===== config.mk =====
export PLATFORM = sky130hd
export DESIGN_NAME = dbp_bin2bcd
export DESIGN_NICKNAME = d
export VERILOG_FILES = /design/src/design/dbp_pkg.sv /design/src/design/dbp_bin2bcd.sv
export SDC_FILE = /design/constraint.sdc
export NUM_CORES = 1
export LEC_CHECK = 0
export BUFFER_PORTS_ARGS = -buffer_cell sky130_fd_sc_hd__buf_2
export CORE_MARGIN = 2
export CORE_UTILIZATION = 55
export CTS_CLUSTER_SIZE = 14
export DETAILED_ROUTE_END_ITERATION = 10
export PLACE_DENSITY = 0.76
export SLEW_MARGIN = 20
export SYNTH_ARGS = -nofsm -noshare
export SYNTH_HDL_FRONTEND = slang
export SYNTH_SLANG_ARGS = --single-unit

===== constraint.sdc =====
create_clock -name clk -period 2.2 [get_ports clk]
set_input_delay 0.22 -clock clk [delete_from_list [all_inputs] [get_ports clk]]
set_output_delay 0.22 -clock clk [all_outputs]
set_load 0.01 [all_outputs]

===== src/design/dbp_pkg.sv =====
// Package for the decimal power block: shared types, constants and helpers.
// No dependencies; every other file imports it.
`timescale 1ns / 1ps
package dbp_pkg;

	localparam int BIN_W       = 31;
	localparam int BASE_DIGITS = 10;
	localparam int BIN_CNT_W   = 5;

	typedef enum logic [2:0] {
		S_IDLE,
		S_CONV,
		S_LOAD,
		S_ROWS,
		S_NORM,
		S_OUT
	} state_t;

	typedef struct packed {
		logic clr;
		logic mac;
		logic norm;
	} col_ctl_t;

	typedef struct packed {
		logic [3:0] digit;
		logic       digit_nz;
		logic       carry_nz;
	} col_sts_t;

	function automatic logic [31:0] div10(input logic [31:0] v);
		logic [63:0] p;
		p = 64'(v) * 64'h0000_0000_CCCC_CCCD;
		return 32'(p >> 35);
	endfunction

endpackage


===== src/design/dbp_bin2bcd.sv =====
// Binary to BCD converter of the base, one input bit per cycle (shift and add 3).
// Depends on dbp_pkg.
`timescale 1ns / 1ps
module dbp_bin2bcd
	import dbp_pkg::*;
(
	input  logic                     clk,
	input  logic                     arst_n,
	input  logic                     start,
	input  logic [BIN_W-1:0]         bin,
	output logic                     busy,
	output logic [4*BASE_DIGITS-1:0] bcd
);

	logic                     run_q;
	logic [BIN_CNT_W-1:0]     cnt_q;
	logic [BIN_W-1:0]         sh_q;
	logic [4*BASE_DIGITS-1:0] bcd_q;
	logic [4*BASE_DIGITS-1:0] adj;

	always_comb begin
		for (int k = 0; k < BASE_DIGITS; k++) begin
			if (bcd_q[4*k +: 4] >= 4'd5)
				adj[4*k +: 4] = bcd_q[4*k +: 4] + 4'd3;
			else
				adj[4*k +: 4] = bcd_q[4*k +: 4];
		end
	end

	always_ff @(posedge clk or negedge arst_n) begin
		if (!arst_n) begin
			run_q <= 1'b0;
			cnt_q <= '0;
		end else if (start) begin
			run_q <= 1'b1;
			cnt_q <= '0;
		end else if (run_q) begin
			cnt_q <= cnt_q + 1'b1;
			if (cnt_q == BIN_CNT_W'(BIN_W - 1))
				run_q <= 1'b0;
		end
	end

	always_ff @(posedge clk) begin
		if (start) begin
			sh_q  <= bin;
			bcd_q <= '0;
		end else if (run_q) begin
			sh_q  <= sh_q << 1;
			bcd_q <= {adj[4*BASE_DIGITS-2:0], sh_q[BIN_W-1]};
		end
	end

	assign busy = run_q;
	assign bcd  = bcd_q;

endmodule


==> results.toml <==
[synthesis]
synthCells = 399
yosysSeqAreaShare_pct = 46.0
synth_most_common_cell = "dfxtp_1"
async_reset_ff_share_pct = 7.79
synth_area_leaders = "edfxtp_1 (23%), dfxtp_1 (20%), mux2_2 (8.3%), ha_1 (6.7%), dfrtp_1 (3.7%)"
ys_ff_latch = 77
syn_area_mm2 = 0.00409
synth_compound_area_share_pct = 20.5
synth_commonest_cells = "dfxtp_1 (40), inv_1 (39), edfxtp_1 (31), mux2_2 (30), a21oi_1 (27)"
synthXorXnorAreaFrac_pct = 1.07
synth_edf_count = 31
synth-simple-area-share_pct = 11.4
synth_nets = 455
synth.largest_area_cell = "edfxtp_1"
yosys.cell_types.count = 38
synthAdderAreaFrac_pct = 6.72
synthMuxAreaShare_pct = 8.50
synth_ff_type = "dfxtp_1"
avgSynthCellArea_um2 = 10.3
synth_top_area_share_pct = 22.7
synth_top_family_by_area = "compound AO/OA/AOI/OAI gates"
yosysWarnings = 0

[worst_setup_path]
cp-end-kind = "primary output"
worst-path-buf-inv = 2
reg2reg_depth = 4
cp_num_cells = 2
slowest_stage = "buf_4"
max_stage_delay_ns = 0.63
path_max_fanout = 79
arrival_ns = 1.71
worstPathCellList = "buf_4 > buf_2"
cp_top_family = "buffers and inverters"
crit_path_start_kind = "flip-flop"
required_ns = 1.98
crit_type = "flip-flop to primary output"

[cells_and_area]
num_antenna_cells = 0
stdcell_count = 574
ff_latch_area_mm2 = 0.00188
syn_to_final_growth_pct = 16.3
fin_area_mm2 = 0.00476
fin_util_pct = 66.0
multi_input_area_mm2 = 0.00197
n_fill_cell = 623
layout-drive-gt1-share_pct = 33.3
final_nets = 526

[place]
port_buffers = 74
gp_congestion = 0.877
placed_area_mm2 = 0.00453
hpwl_mm = 5.56
dp_cells = 557

[global_route]
use_met1_pct = 25.9
grt_use_total_pct = 20.4
use_met3_pct = 5.59
antenna_found_initial = 0
grt_pass1_wl_mm = 13.9
grt_overflow_total = 0
use_met2_pct = 35.0
grt_start_max_net_pins = 80
top_usage_layer = "met2"
grt_pass1_vias = 3022

[flow_run]
maxCapViolCount = 0

[status]
run_status = "complete, no violations"

[floorplan]
fp.dieArea_mm2 = 0.00815
io_pins = 75
core_area_mm2 = 0.00721
fp.dieH_um = 90.3
start_util_pct = 56.7
core.rowCount = 31
die_w_um = 90.3

[clock_tree]
cts_inserted_buffers = 9
clkTransAtPathRegs_ns = 0.09
clockRootBuffer = "clkbuf_8"
cts_tree = "done"
h-tree-depth = 3
clk_latency_ns = 0.34
clock_sinks = 77
cts.path.max_buffers = 2

[sta]
max_slew_margin_pct = 50.3
finalCritPeriodShare_pct = 87.7
tightest_slew_ns = 0.745
fmax_mhz = 518
drv_slew = 0
hold_violations = 0
min_period_ns = 1.93
clock_skew_ns = 0.0110
tns_ns = 0
setup_viol = 0
rsz0062_at_grt = "false"

[min_path]
hold_depth = 2
hp-class = "input port to flip-flop"

[detailed_routing]
first_pass_iters = 5
avgViaCountPerCell = 5.62
wire_per_inst_um = 14.1
vias = 3227
remaining_drc_errors = 0
drtAntennaViolNets = 0
drt-total-wl_mm = 8.07
drt-initial-drc-count = 159

[pwr]
leakagePower_uw = 0.00188
power_uw = 3020
vdd_drop_max_mv = 0.490
powerDensity_mw_per_mm2 = 635
[power by group]
| part | leakage (µW) | switching (µW) | internal, µW |
|---|---|---|---|
| sequential | 0.000729 | 45.3 | 1570 |
| combinational | 0.00104 | 105 | 123 |
| clock | 0.000110 | 539 | 644 |
[cell type report]
class	count	area share, %
inverter	39	3.08
timing repair buffer	79	8.62
sequential	77	39.6
multi-input combinational	264	41.5
clock buffer	9	2.60
clock inverter	7	2.08
tap	99	2.60
[final timing paths]
kind / startpoint / end / slack [ns]
worst max register to register: busy / bcd[6] / 0.44
max in group asynchronous: arst_n / busy / 1.82
worst min register to register: bcd[39] / bcd[39] / 0.49
min in group asynchronous: arst_n / cnt_q[2] / 0.22
worst min-delay path: start / bcd[39] / 0.12
worst max-delay path: busy / busy / 0.27
[sequential cells by signal, summed over array words and instances, names as in the netlist]
register / flops
cnt_q: 5
sh_q: 31
busy: 1
bcd: 40
[cells in the final DEF, fill, tap and decap left out, types with 3 or more instances in the layout]
master	netlist	layout
a21bo_2	8	8
nand4_1	12	12
mux2_2	30	30
xor2_1	3	3
o22ai_1	9	9
o21ai_2	16	16
o32ai_1	9	9
dfxtp_1	40	40
inv_1	39	39
buf_2	14	74
a21oi_1	27	27
nor2_1	23	23
or3_1	8	8
a311oi_2	8	8
ha_1	22	22
nand2_1	19	19
buf_4	1	4
nand3_1	11	11
clkbuf_8	0	9
edfxtp_1	31	31
o22a_1	8	8
o21ai_0	21	21
dfrtp_1	6	5
nor3_1	9	9
[routing by layer]
layer,vias to the layer above,share of wire (%)
met1,1542,45
met4,0,0.98
met5,-,0
met2,76,50
li1,1604,-
met3,5,4.1
[what timing repair did]
| action | CTS | global route |
|---|---|---|
| hold endpoints to repair | 6 | 0 |
| buffers inserted | 0 | 0 |
| resized for setup | 0 | 0 |
| hold buffers | 1 | 0 |
[stage by stage]
stage	worst slack, ns	hold WS [ns]
finish	0.271	0.120
global route	0.145	0.110
CTS	0.276	0.108
detailed placement	0.469	0.0555
global placement	0.595	0.0534
floorplan	0.492	-0.0756
[kinds of logic after synthesis]
group	Yosys count
flip-flops	77
XOR/XNOR	5
AO/OA/AOI/OAI	113
multiplexers	31
adder cells (fa/ha/maj)	22
buffers and inverters	58
AND/OR/NAND/NOR	93
(Power assumes the default switching activity.)
